### src/adc_settled_channel_sampler_defines.svh
// assertion macros for the settled channel sampler
// used by the rtl files that carry concurrent checks; no other dependencies
`ifndef ADC_SETTLED_CHANNEL_SAMPLER_DEFINES_SVH
`define ADC_SETTLED_CHANNEL_SAMPLER_DEFINES_SVH

`ifndef ASSERT_OFF

`define ACS_ASSERT_ALWAYS(label, expr, msg) \
   label: assert property (@(posedge clock) disable iff (reset) (expr)) else $error(msg);

`define ACS_ASSERT_IMPLIES(label, ante, cons, msg) \
   label: assert property (@(posedge clock) disable iff (reset) (ante) |-> (cons)) \
      else $error(msg);

`define ACS_ASSERT_NEXT(label, ante, cons, msg) \
   label: assert property (@(posedge clock) disable iff (reset) (ante) |=> (cons)) \
      else $error(msg);

`else

`define ACS_ASSERT_ALWAYS(label, expr, msg)
`define ACS_ASSERT_IMPLIES(label, ante, cons, msg)
`define ACS_ASSERT_NEXT(label, ante, cons, msg)

`endif

`endif

### src/acs_pkg.sv
// shared types, codes and constants for the settled channel sampler
// no dependencies; imported by every other rtl file
`default_nettype none

package acs_pkg;

   localparam int NUM_CHANNELS_DEF = 10;
   localparam int SAMPLE_BITS      = 12;

   localparam int ACTION_W  = 2;
   localparam int CHANNEL_W = 4;
   localparam int CONV_W    = 12;
   localparam int MUX_W     = 5;
   localparam int READ_W    = 12;
   localparam int COUNT_W   = 5;

   // stored and summed sample width: converter field masked to the sample size
   localparam int SAMPLE_W = (SAMPLE_BITS < CONV_W) ? SAMPLE_BITS : CONV_W;
   localparam int SUM_W    = SAMPLE_W + 5;

   localparam int CSR_INDEX_W = 1;
   localparam int CSR_DATA_W  = 4;
   localparam int DISCARD_W   = 4;
   localparam int SHIFT_W     = 3;

   localparam logic [CSR_INDEX_W-1:0] CSR_DISCARD_COUNT = 1'b0;
   localparam logic [CSR_INDEX_W-1:0] CSR_AVERAGE_SHIFT = 1'b1;

   localparam logic [DISCARD_W-1:0] DISCARD_RESET = 4'd4;
   localparam logic [SHIFT_W-1:0]   SHIFT_RESET   = 3'd2;
   localparam logic [SHIFT_W-1:0]   MAX_SHIFT     = 3'd4;
   localparam logic [MUX_W-1:0]     PARK_INPUT    = 5'd17;

   typedef enum logic [ACTION_W-1:0] {
      ACT_SAMPLE     = 2'd0,
      ACT_CONVERSION = 2'd1,
      ACT_READ       = 2'd2
   } action_type;

   typedef struct packed {
      logic [ACTION_W-1:0]  action;
      logic [CHANNEL_W-1:0] channel;
      logic [CONV_W-1:0]    conversion_value;
   } req_item_type;

   typedef struct packed {
      logic         valid;
      req_item_type item;
   } stage_type;

   // logical channel to converter input
   function automatic logic [MUX_W-1:0] mux_map(input logic [CHANNEL_W-1:0] ch);
      logic [MUX_W-1:0] m;
      case (ch)
         4'd0:    m = 5'd0;
         4'd1:    m = 5'd1;
         4'd2:    m = 5'd5;
         4'd3:    m = 5'd6;
         4'd4:    m = 5'd8;
         4'd5:    m = 5'd9;
         4'd6:    m = 5'd7;
         4'd7:    m = 5'd13;
         4'd8:    m = 5'd14;
         4'd9:    m = 5'd15;
         default: m = 5'd0;
      endcase
      return m;
   endfunction

endpackage

`default_nettype wire

### src/acs_if.sv
// request and response channel interfaces of the settled channel sampler
// depends on acs_pkg for field widths
`default_nettype none

interface acs_req_if
   import acs_pkg::*;
   ();
   logic                 valid;
   logic                 ready;
   logic [ACTION_W-1:0]  action;
   logic [CHANNEL_W-1:0] channel;
   logic [CONV_W-1:0]    conversion_value;

   modport source (output valid, action, channel, conversion_value, input ready);
   modport sink   (input valid, action, channel, conversion_value, output ready);
endinterface

interface acs_rsp_if
   import acs_pkg::*;
   ();
   logic              valid;
   logic              ready;
   logic              start_conversion;
   logic [MUX_W-1:0]  mux_channel;
   logic              long_sample_time;
   logic [READ_W-1:0] read_data;
   logic              data_ready;
   logic              busy_res;

   modport source (output valid, start_conversion, mux_channel, long_sample_time,
                   read_data, data_ready, busy_res, input ready);
   modport sink   (input valid, start_conversion, mux_channel, long_sample_time,
                   read_data, data_ready, busy_res, output ready);
endinterface

`default_nettype wire

### src/adc_settled_channel_sampler.sv
// Settled channel sampler: sequences an external converter for one logical
// channel at a time and keeps an averaged result per channel.
// req_chan carries transactions: a sample request, a conversion-finished event
// with the raw converter value, or a read of a stored channel result.
// rsp_chan returns exactly one transaction per request transaction, carrying
// start_conversion, the mux input, the sample time select, read data and the
// ready/busy status after that event.
// csr_* writes discard_count (index 0) and average_shift (index 1); always ready.
// A request passes the input register, then the response register, before
// response valid. Throughput: one transaction per cycle while rsp_chan.ready
// is high.
// Reset (synchronous) clears the sequencing state, the whole result store and
// both registers' pipeline valids; the configuration returns to 4 and 2.
// When rsp_chan.ready is low the response register holds, the input register
// still takes one more transaction, and req_chan.ready then drops until the
// response is taken.
// depends on acs_pkg, acs_if, acs_in_stage and acs_core
`default_nettype none

module adc_settled_channel_sampler
   import acs_pkg::*;
#(
   parameter int NUM_CHANNELS = NUM_CHANNELS_DEF
) (
   input  wire logic                   clock,
   input  wire logic                   reset,
   acs_req_if.sink                     req_chan,
   acs_rsp_if.source                   rsp_chan,
   input  wire logic                   csr_valid,
   output logic                        csr_ready,
   input  wire logic [CSR_INDEX_W-1:0] csr_index,
   input  wire logic [CSR_DATA_W-1:0]  csr_data
);

   stage_type stage;
   logic      take;

   acs_in_stage u_in_stage (
      .clock    (clock),
      .reset    (reset),
      .req_chan (req_chan),
      .take     (take),
      .stage    (stage)
   );

   acs_core #(
      .NUM_CHANNELS (NUM_CHANNELS)
   ) u_core (
      .clock     (clock),
      .reset     (reset),
      .stage     (stage),
      .take      (take),
      .csr_valid (csr_valid),
      .csr_ready (csr_ready),
      .csr_index (csr_index),
      .csr_data  (csr_data),
      .rsp_chan  (rsp_chan)
   );

endmodule

`default_nettype wire

### src/acs_in_stage.sv
// input register of the sampler: captures one request transaction
// depends on acs_pkg and acs_req_if
`default_nettype none

module acs_in_stage
   import acs_pkg::*;
(
   input  wire logic  clock,
   input  wire logic  reset,
   acs_req_if.sink    req_chan,
   input  wire logic  take,
   output stage_type  stage
);

   logic         valid_ff, valid_in;
   req_item_type item_ff, item_in;

   assign req_chan.ready = !valid_ff || take;

   always_comb begin
      valid_in = valid_ff;
      item_in  = item_ff;
      if (req_chan.ready) begin
         valid_in = req_chan.valid;
         item_in  = '{action:           req_chan.action,
                      channel:          req_chan.channel,
                      conversion_value: req_chan.conversion_value};
      end
   end

   always_ff @(posedge clock) begin
      if (reset) begin
         valid_ff <= 1'b0;
      end else begin
         valid_ff <= valid_in;
      end
      item_ff <= item_in;
   end

   assign stage = '{valid: valid_ff, item: item_ff};

endmodule

`default_nettype wire

### src/acs_core.sv
// sequencing state, averaging, result store and response register
// depends on acs_pkg, acs_rsp_if and the assertion macro header
`default_nettype none
`include "adc_settled_channel_sampler_defines.svh"

module acs_core
   import acs_pkg::*;
#(
   parameter int NUM_CHANNELS = NUM_CHANNELS_DEF
) (
   input  wire logic                   clock,
   input  wire logic                   reset,
   input  wire stage_type              stage,
   output logic                        take,
   input  wire logic                   csr_valid,
   output logic                        csr_ready,
   input  wire logic [CSR_INDEX_W-1:0] csr_index,
   input  wire logic [CSR_DATA_W-1:0]  csr_data,
   acs_rsp_if.source                   rsp_chan
);

   localparam int IDX_W = (NUM_CHANNELS > 1) ? $clog2(NUM_CHANNELS) : 1;
   localparam logic [CHANNEL_W:0] NUM_CH = (CHANNEL_W + 1)'(NUM_CHANNELS);

   logic [DISCARD_W-1:0] discard_count_ff, discard_count_in;
   logic [SHIFT_W-1:0]   average_shift_ff, average_shift_in;

   logic                 busy_ff, busy_in;
   logic                 stable_ff, stable_in;
   logic                 ready_ff, ready_in;
   logic [COUNT_W-1:0]   phase_counter_ff, phase_counter_in;
   logic [SUM_W-1:0]     sum_ff, sum_in;
   logic [CHANNEL_W-1:0] active_ff, active_in;

   logic [SAMPLE_W-1:0] store_ff [NUM_CHANNELS];

   logic              rsp_valid_ff, rsp_valid_in;
   logic              start_ff, start_in;
   logic [MUX_W-1:0]  mux_ff, mux_in;
   logic              long_ff, long_in;
   logic [READ_W-1:0] rdata_ff, rdata_in;
   logic              data_ready_ff, data_ready_in;
   logic              busy_res_ff, busy_res_in;

   logic                 store_we;
   logic [SAMPLE_W-1:0]  store_wdata;
   logic                 ch_ok;
   logic [DISCARD_W-1:0] limit;
   logic [SHIFT_W-1:0]   sh;
   logic [COUNT_W-1:0]   count;
   logic [COUNT_W-1:0]   cnt_inc;
   logic [SUM_W-1:0]     sum_new;
   logic [SUM_W-1:0]     sum_round;
   logic [SUM_W-1:0]     avg_full;

   assign take      = stage.valid && (!rsp_valid_ff || rsp_chan.ready);
   assign csr_ready = 1'b1;

   always_comb begin
      discard_count_in = discard_count_ff;
      average_shift_in = average_shift_ff;
      if (csr_valid) begin
         case (csr_index)
            CSR_DISCARD_COUNT: discard_count_in = csr_data[DISCARD_W-1:0];
            CSR_AVERAGE_SHIFT: average_shift_in = csr_data[SHIFT_W-1:0];
            default: ;
         endcase
      end
   end

   assign ch_ok     = {1'b0, stage.item.channel} < NUM_CH;
   assign limit     = (discard_count_ff == '0) ? DISCARD_W'(1) : discard_count_ff;
   assign sh        = (average_shift_ff > MAX_SHIFT) ? MAX_SHIFT : average_shift_ff;
   assign count     = COUNT_W'(1) << sh;
   assign cnt_inc   = phase_counter_ff + COUNT_W'(1);
   assign sum_new   = sum_ff + SUM_W'(stage.item.conversion_value[SAMPLE_W-1:0]);
   assign sum_round = sum_new + SUM_W'(count >> 1);
   assign avg_full  = sum_round >> sh;

   always_comb begin
      busy_in          = busy_ff;
      stable_in        = stable_ff;
      ready_in         = ready_ff;
      phase_counter_in = phase_counter_ff;
      sum_in           = sum_ff;
      active_in        = active_ff;
      store_we         = 1'b0;
      store_wdata      = avg_full[SAMPLE_W-1:0];
      start_in         = 1'b0;
      rdata_in         = '0;
      case (stage.item.action)
         ACT_SAMPLE: begin
            if (!busy_ff && ch_ok) begin
               busy_in          = 1'b1;
               ready_in         = 1'b0;
               stable_in        = 1'b0;
               phase_counter_in = '0;
               sum_in           = '0;
               active_in        = stage.item.channel;
               start_in         = 1'b1;
            end
         end
         ACT_CONVERSION: begin
            if (busy_ff) begin
               if (!stable_ff) begin
                  start_in = 1'b1;
                  if (cnt_inc >= COUNT_W'(limit)) begin
                     stable_in        = 1'b1;
                     phase_counter_in = '0;
                  end else begin
                     phase_counter_in = cnt_inc;
                  end
               end else if (cnt_inc >= count) begin
                  // last stable conversion: round, store and park
                  store_we         = 1'b1;
                  busy_in          = 1'b0;
                  stable_in        = 1'b0;
                  phase_counter_in = '0;
                  sum_in           = '0;
                  ready_in         = 1'b1;
               end else begin
                  sum_in           = sum_new;
                  phase_counter_in = cnt_inc;
                  start_in         = 1'b1;
               end
            end
         end
         ACT_READ: begin
            if (ch_ok) begin
               rdata_in = READ_W'(store_ff[stage.item.channel[IDX_W-1:0]]);
            end
         end
         default: ;
      endcase
   end

   always_comb begin
      rsp_valid_in  = rsp_valid_ff;
      mux_in        = mux_ff;
      long_in       = long_ff;
      data_ready_in = data_ready_ff;
      busy_res_in   = busy_res_ff;
      if (take) begin
         rsp_valid_in  = 1'b1;
         mux_in        = busy_in ? mux_map(active_in) : PARK_INPUT;
         long_in       = busy_in ? stable_in : 1'b1;
         data_ready_in = ready_in;
         busy_res_in   = busy_in;
      end else if (rsp_chan.ready) begin
         rsp_valid_in = 1'b0;
      end
   end

   always_ff @(posedge clock) begin
      if (reset) begin
         discard_count_ff <= DISCARD_RESET;
         average_shift_ff <= SHIFT_RESET;
         busy_ff          <= 1'b0;
         stable_ff        <= 1'b0;
         ready_ff         <= 1'b0;
         phase_counter_ff <= '0;
         sum_ff           <= '0;
         active_ff        <= '0;
         rsp_valid_ff     <= 1'b0;
      end else begin
         discard_count_ff <= discard_count_in;
         average_shift_ff <= average_shift_in;
         rsp_valid_ff     <= rsp_valid_in;
         if (take) begin
            busy_ff          <= busy_in;
            stable_ff        <= stable_in;
            ready_ff         <= ready_in;
            phase_counter_ff <= phase_counter_in;
            sum_ff           <= sum_in;
            active_ff        <= active_in;
         end
      end
   end

   always_ff @(posedge clock) begin
      if (reset) begin
         for (int i = 0; i < NUM_CHANNELS; i++) begin
            store_ff[i] <= '0;
         end
      end else if (take && store_we) begin
         store_ff[active_ff[IDX_W-1:0]] <= store_wdata;
      end
   end

   always_ff @(posedge clock) begin
      if (take) begin
         start_ff <= start_in;
         rdata_ff <= rdata_in;
      end
      mux_ff        <= mux_in;
      long_ff       <= long_in;
      data_ready_ff <= data_ready_in;
      busy_res_ff   <= busy_res_in;
   end

   assign rsp_chan.valid            = rsp_valid_ff;
   assign rsp_chan.start_conversion = start_ff;
   assign rsp_chan.mux_channel      = mux_ff;
   assign rsp_chan.long_sample_time = long_ff;
   assign rsp_chan.read_data        = rdata_ff;
   assign rsp_chan.data_ready       = data_ready_ff;
   assign rsp_chan.busy_res         = busy_res_ff;

   `ACS_ASSERT_ALWAYS(a_busy_not_ready, !(busy_ff && ready_ff), "busy and ready both set")
   `ACS_ASSERT_ALWAYS(a_counter_range, phase_counter_ff <= COUNT_W'(16), "phase counter overrun")
   `ACS_ASSERT_IMPLIES(a_idle_clean, !busy_ff,
      !stable_ff && phase_counter_ff == '0 && sum_ff == '0, "idle with stale sequence state")
   `ACS_ASSERT_NEXT(a_store_done, take && store_we,
      !busy_ff && ready_ff && rsp_valid_ff && busy_res_ff == 1'b0, "completion not reflected")

endmodule

`default_nettype wire
### src/flat_wrapper.sv
// flat-port wrapper written by rule: the top's interface ports become plain ports
module adc_settled_channel_sampler_flat import acs_pkg::*;
#(
   parameter int NUM_CHANNELS = NUM_CHANNELS_DEF
)
  (clock, reset, csr_valid, csr_ready, csr_index, csr_data, req_chan_valid, req_chan_action, req_chan_channel, req_chan_conversion_value, req_chan_ready, rsp_chan_valid, rsp_chan_start_conversion, rsp_chan_mux_channel, rsp_chan_long_sample_time, rsp_chan_read_data, rsp_chan_data_ready, rsp_chan_busy_res, rsp_chan_ready);
  acs_req_if req_chan_i ();
  acs_rsp_if rsp_chan_i ();
  input  wire logic clock;
  input  wire logic reset;
  input  wire logic csr_valid;
  output logic csr_ready;
  input  wire logic [CSR_INDEX_W-1:0] csr_index;
  input  wire logic [CSR_DATA_W-1:0] csr_data;
  input wire logic [$bits(req_chan_i.valid)-1:0] req_chan_valid;
  input wire logic [$bits(req_chan_i.action)-1:0] req_chan_action;
  input wire logic [$bits(req_chan_i.channel)-1:0] req_chan_channel;
  input wire logic [$bits(req_chan_i.conversion_value)-1:0] req_chan_conversion_value;
  output wire logic [$bits(req_chan_i.ready)-1:0] req_chan_ready;
  output wire logic [$bits(rsp_chan_i.valid)-1:0] rsp_chan_valid;
  output wire logic [$bits(rsp_chan_i.start_conversion)-1:0] rsp_chan_start_conversion;
  output wire logic [$bits(rsp_chan_i.mux_channel)-1:0] rsp_chan_mux_channel;
  output wire logic [$bits(rsp_chan_i.long_sample_time)-1:0] rsp_chan_long_sample_time;
  output wire logic [$bits(rsp_chan_i.read_data)-1:0] rsp_chan_read_data;
  output wire logic [$bits(rsp_chan_i.data_ready)-1:0] rsp_chan_data_ready;
  output wire logic [$bits(rsp_chan_i.busy_res)-1:0] rsp_chan_busy_res;
  input wire logic [$bits(rsp_chan_i.ready)-1:0] rsp_chan_ready;
  assign req_chan_i.valid = req_chan_valid;
  assign req_chan_i.action = req_chan_action;
  assign req_chan_i.channel = req_chan_channel;
  assign req_chan_i.conversion_value = req_chan_conversion_value;
  assign req_chan_ready = req_chan_i.ready;
  assign rsp_chan_valid = rsp_chan_i.valid;
  assign rsp_chan_start_conversion = rsp_chan_i.start_conversion;
  assign rsp_chan_mux_channel = rsp_chan_i.mux_channel;
  assign rsp_chan_long_sample_time = rsp_chan_i.long_sample_time;
  assign rsp_chan_read_data = rsp_chan_i.read_data;
  assign rsp_chan_data_ready = rsp_chan_i.data_ready;
  assign rsp_chan_busy_res = rsp_chan_i.busy_res;
  assign rsp_chan_i.ready = rsp_chan_ready;
  adc_settled_channel_sampler #(.NUM_CHANNELS(NUM_CHANNELS)) u_core (.clock(clock), .reset(reset), .req_chan(req_chan_i), .rsp_chan(rsp_chan_i), .csr_valid(csr_valid), .csr_ready(csr_ready), .csr_index(csr_index), .csr_data(csr_data));
endmodule
### config.mk
export PLATFORM = sky130hd
export DESIGN_NAME = adc_settled_channel_sampler_flat
export DESIGN_NICKNAME = d
export VERILOG_FILES = /design/src/acs_pkg.sv /design/src/acs_if.sv /design/src/adc_settled_channel_sampler.sv /design/src/acs_in_stage.sv /design/src/acs_core.sv /design/src/flat_wrapper.sv
export VERILOG_INCLUDE_DIRS = /design/src /design/src/src
export SDC_FILE = /design/constraint.sdc
export NUM_CORES = 1
export LEC_CHECK = 0
export BUFFER_PORTS_ARGS = -buffer_cell sky130_fd_sc_hd__buf_4
export CAP_MARGIN = 20
export CORE_ASPECT_RATIO = 1.4
export CORE_MARGIN = 2
export CORE_UTILIZATION = 61
export CTS_CLUSTER_DIAMETER = 100
export DETAILED_ROUTE_END_ITERATION = 8
export PLACE_DENSITY_LB_ADDON = 0.12
export SLEW_MARGIN = 0
export SYNTH_ARGS = -nofsm -noshare
export SYNTH_HDL_FRONTEND = slang
export SYNTH_SLANG_ARGS = --single-unit
### constraint.sdc
create_clock -name clock -period 5.6 [get_ports clock]
set_input_delay 0.84 -clock clock [delete_from_list [all_inputs] [get_ports clock]]
set_output_delay 0.84 -clock clock [all_outputs]
set_load 0.01 [all_outputs]
# ---- Yosys cells after proc, flatten, opt, wreduce, memory -nomap -nowiden
# Memory sizes are Yosys's and may differ from the RTL's. A register that Yosys moved wholly into a read port is not among the register bits.
# Cells that the tools add are included.
dict set report word_totals {
  regBits 65
  mem_bits_rw 120
  mem_bits_ro 64
  inputBits 28
  out_inout_bits 24
  elab_cells 101
  memories 2
}
# memory depth width read_ports rd_ports_with_merged_regs write_ports line_no
set mem_list {}
lappend mem_list {u_core.u_core.store_ff 10 12 1 1 10 acs_core.sv:35} ;# logic [SAMPLE_W-1:0] store_ff [NUM_CHANNELS];
lappend mem_list {{(name not given)} 16 4 1 1 0 acs_pkg.sv:54} ;# case (ch)
dict set report classes {
  add_sub_neg 3
  magnitude_cmp 4
  n_eq_ne 5
  shifts 2
  mux 46
  bitwise 1
  reduce_logical 20
}
# operator count
set ops {}
lappend ops {{two-way mux 17 bit} 4}
lappend ops {{case mux 17 bit (2 select lines)} 1}
lappend ops {{two-way mux 1 bit} 25}
lappend ops {{two-way mux 5 bit} 5}
lappend ops {{adder 17 x 12 -> 17 bit} 1}
lappend ops {{adder 17 x 4 -> 17 bit} 1}
lappend ops {{>> shifter 17 x 3 -> 12 bit} 1}
lappend ops {{two-way mux 4 bit} 4}
lappend ops {{two-way mux 12 bit} 1}
lappend ops {{OR reduction 12 bit} 1}
lappend ops {{case mux 5 bit (2 select lines)} 1}
lappend ops {{case mux 1 bit (2 select lines)} 4}
lappend ops {{inequality test 2 bit (second input constant)} 3}
lappend ops {{AND reduction 2 bit} 3}
lappend ops {{adder 5 x 1 -> 5 bit (second input constant)} 1}
lappend ops {{>= comparator 5 x 4 -> 1 bit} 1}
lappend ops {{>= comparator 5 bit} 1}
lappend ops {{logical NOT 1 bit} 5}
lappend ops {{AND reduction 5 bit} 1}
lappend ops {{<< shifter 1 x 3 -> 5 bit (first input constant)} 1}
lappend ops {{logical NOT 4 bit} 1}
lappend ops {{< comparator 4 bit (second input constant)} 1}
lappend ops {{AND reduction 4 bit} 1}
lappend ops {{nonzero test 2 bit} 2}
lappend ops {{8 further kinds} 11}

# ---- Logic depth before layout (Yosys ltp)
dict set report logic_depth {
  depth_word 14
  depth_mapped 16
  depth_no_buf 15
}

# ---- By module
# From an unflattened synthesis, not the netlist that was laid out.
dict set report unflattened {
  cells_unflattened 904
  hier_area_um2 10282.4
}
# module instances cells_each area_per_inst_um2 seq_area_each_um2
set by_module_without_submodules {}
lappend by_module_without_submodules {acs_core 1 881 9688.0 4954.8}
lappend by_module_without_submodules {acs_in_stage 1 23 594.3 560.5}

# ---- Worst setup path before layout
# OpenSTA, ideal clock, no wires.
dict set report synth_path {
  path_type {reg-to-reg}
  startpoint {register u_core.u_core.average_shift_ff[1]}
  endpoint {memory u_core.u_core.store_ff[0][11] (netlist bit), data pin}
  setup_time_ps 287
  arrival_time_ps 3636
  t_required_ps 5313
  path_slack_ps 1677
  stages_incl_launch_ff 15
  n_path_buf 2
  synth_period_minus_slack_ps 3923
  path_cell_list {dfxtp_1 clkbuf_1 clkinv_1 or3_1 clkbuf_1 fa_1 nor2b_1 o21ai_0 nand2b_1 nand4_1 or4_1 a221oi_2 xor2_1 a2111oi_4 a211oi_1}
}
# element line_no
set synth_rtl {}
lappend synth_rtl {{start, declared} acs_core.sv:26} ;# logic [SHIFT_W-1:0] average_shift_ff, average_shift_in;
lappend synth_rtl {{start signal, assigned} acs_core.sv:167} ;# average_shift_ff <= average_shift_in;
lappend synth_rtl {{end, declared} acs_core.sv:35}

==> flow_summary.ini <==
[placed_design]
io_buffers = 50
gp_congestion = 0.9182
place_area_um2 = 10980
dp_hpwl_mm = 17.96
dp_slack_ns = 0.6186

[setup_path]
critPathKind = reg -> reg
worstSetupEndpointType = flip-flop
arrival_ns = 5.11
rr_endpoint = u_core.u_core.store_ff[7][0]$_SDFFCE_PN0P_
critPathMaxStageDelay_ns = 0.86
crit_top_cell = a21o_1
path_cells = nand2_1, nor2_1, inv_1, ha_1, a21o_1, a21o_1, a21o_1, a21o_1, nand4bb_1, or3_1, nand2b_1
critPathMaxFanout = 17
rr_startpoint = u_core.u_core.average_shift_ff[0]$_SDFFE_PP0P_
cp-start-kind = flip-flop
reg2reg_depth = 11
cp.required_ns = 5.66
worst-path-buf-inv = 1
slowest_stage = or3_1
crit_family = simple AND/OR/NAND/NOR gates
ff2ff_setup_slack_ns = 0.56

[hold_path]
hold_class = reg -> reg
hold_depth = 2
min_from = u_core.u_core.ready_ff$_SDFFE_PP0P_
min_to = u_core.u_core.ready_ff$_SDFFE_PP0P_

[pwr]
power.leakage_uw = 0.004321
p_per_area_nw_per_um2 = 271.4
irDropWorstVdd_mv = 0.1580

[floorplan]
fp.dieW_um = 114.4
rows = 56
ios = 52
dieArea_um2 = 18150
initial_core_util = 0.6219
core_area_um2 = 16750
fp.dieH_um = 158.6

[synth]
synth_area_leaders = edfxtp_1 (46%), dfxtp_1 (7.1%), mux4_2 (5.8%), nor2_1 (4.3%), mux2i_1 (3.7%)
ys_seq_elements = 196
yosysTopAreaCell = edfxtp_1
avgSynthCellArea_um2 = 11.53
synth_cell_types = 80
synth_edf_count = 159
synthesis.nets = 963
seq_area_frac_synth = 0.5296
synthArstFlopShare = 0
synth_top_area_share = 0.4585
syn-cell-area_um2 = 10410
ys.flop_type = edfxtp_1
synth_cells = 903
ys_warn_count = 0

[sta]
min_period_ns = 5.045
setup_tns_ns = 0
period_share = 0.9008
slew_viol_final = 0
worst_pin_slew_ns = 1.072
hold_viol_final = 0
slew_headroom = 0.2825
max_freq_mhz = 198.2
grt_setup_unrepaired = no
setup_violations = 0
setup_ws_ns = 0.5554
finClkSkew_ns = 0.01396

[grt]
grt_max_degree = 50
grt_remaining_overflow = 0
first_global_vias = 7419
gr-usage-all-layers = 0.2966
grt_pass1_wl_mm = 40.06
antenna_found_initial = 0

[routing]
wl_mm = 25.97
firstDrtPassIters = 5
drc = 0
vias_per_cell = 6.412
vias = 7393
postRouteAntennaNets = 0
wl_per_cell_um = 22.53
drt-initial-drc-count = 603

[run]
drv_cap = 0

[outcome]
outcome = finished, final reports clean

[cells_and_area]
multiInputGateArea_um2 = 4578
post-route-cell-area_um2 = 11540
nets = 997
area_growth_pct = 10.79
drive_gt1_frac = 0.1716
fillers = 1259
seq_area_um2 = 5515
utilization = 0.6890
antennaDiodeCount = 0

[cts]
cts_buffers = 17
holdBufCountCts = 0
cts_root_buffer = clkbuf_16
clkTransAtPathRegs_ns = 0.07
cts_buffer_depth = 2
cts_tree = built
clkSinkCount = 196
cts-resized-gates = 0
htreeDepth = 4
clock_latency_ns = 0.44
post-cts-setup-buffers = 0
## registers in the layout, summed over array words and instances, names as in the netlist, 3 cells and up
register,cells
u_core.u_core.rsp_chan.mux_channel,5
u_core.u_in_stage.stage,18
u_core.u_core.average_shift_ff,3
u_core.u_core.store_ff,120
u_core.u_core.active_ff,4
u_core.u_core.sum_ff,16
u_core.u_core.discard_count_ff,4
u_core.u_core.rsp_chan.read_data,12
u_core.u_core.phase_counter_ff,5
## worst min-delay path, delay by kind of cell (launching register included)
kind	cells	cell delay, ns
DFF	1	0.31
and+or+nand+nor	1	0.07
AOI/OAI and AO/OA	1	0.06
## cells by family (layout without fill, tap and decap cells)
group | after synthesis | after routing | synth area share
adder cells (fa/ha/maj) | 32 | 32 | 0.03989
buffers and inverters | 83 | 130 | 0.03100
flip-flops | 196 | 196 | 0.5296
AO/OA/AOI/OAI | 179 | 179 | 0.1308
other | 1 | 1 | 0.0003601
AND/OR/NAND/NOR | 318 | 318 | 0.1484
multiplexers | 68 | 68 | 0.09804
XOR/XNOR | 26 | 26 | 0.02187
## cells in the mapped netlist (17+ instances only)
master / number
mux2i_1: 39
a21oi_1: 40
nor2_1: 120
clkbuf_1: 47
nand2b_1: 26
edfxtp_1: 159
ha_1: 30
inv_1: 24
dfxtp_1: 37
nand2_1: 43
and2_1: 17
mux4_2: 27
nor3_1: 43
a211oi_1: 22
## placed cells by master, fill, tap and decap left out, drive strengths merged, types with 5 or more instances in the layout
cell type	n
nand3	16
dfxtp	37
nor2b	14
xnor2	16
xor2	10
mux4	27
mux2i	39
nor2	120
o22ai	13
clkinv	9
nand2b	26
a21oi	42
clkbuf	17
and2	17
nand2	43
a21o	14
ha	30
buf	72
o21ai	19
a211oi	23
a22oi	15
nor3	43
o31ai	5
edfxtp	159
or3	10
inv	31
or2	7
## worst max path at each step
stage	startpoint	to	slack, ns	cells after the start
6_report	u_core.u_core.average_shift_ff[0]$_SDFFE_PP0P_	u_core.u_core.store_ff[7][0]$_SDFFCE_PN0P_	0.56	11
5_1_grt	u_core.u_core.average_shift_ff[0]$_SDFFE_PP0P_	u_core.u_core.store_ff[8][8]$_SDFFCE_PN0P_	0.23	12
4_1_cts	u_core.u_core.average_shift_ff[0]$_SDFFE_PP0P_	u_core.u_core.store_ff[4][11]$_SDFFCE_PN0P_	0.54	13
3_5_place_dp	u_core.u_core.average_shift_ff[0]$_SDFFE_PP0P_	u_core.u_core.store_ff[7][7]$_SDFFCE_PN0P_	0.62	11
3_3_place_gp	u_core.u_core.average_shift_ff[0]$_SDFFE_PP0P_	u_core.u_core.store_ff[4][7]$_SDFFCE_PN0P_	0.72	13
2_1_floorplan	u_core.u_core.average_shift_ff[1]$_SDFFE_PP1P_	u_core.u_core.store_ff[0][11]$_SDFFCE_PN0P_	1.68	14
## per-layer routing
metal / vias up / wire [um] / global-route usage
met5: - / 0 / 0
met4: 0 / 955 / 0.1382
met3: 59 / 1318 / 0.04416
met2: 255 / 14050 / 0.5514
met1: 3622 / 9649 / 0.3309
li1: 3457 / - / -
## where the power goes
| group | switching (uW) | internal (uW) |
|---|---|---|
| Clock | 567 | 580 |
| Sequential | 25.5 | 1620 |
| Combinational | 205 | 132 |
## per-stage QoR
stage | std cells | total power (uW) | hold slack (ns)
2_1_floorplan | 903 | 1901 | 0.4400
3_3_place_gp | 1120 | 2004 | 0.4602
3_5_place_dp | 1120 | 2013 | 0.4855
4_1_cts | 1152 | 3138 | 0.4949
5_1_grt | 1153 | 3220 | 0.4996
6_report | 1153 | 3131 | 0.4878
## final cells by class
cell class	count	share of cell area
flip-flops and latches	196	0.4780
multi-input cells	624	0.3968
repair buffers	72	0.04717
clock buffers	17	0.03687
well taps	203	0.02202
clock inverters	15	0.01063
inverters	26	0.008459
(Power assumes the default switching activity.)
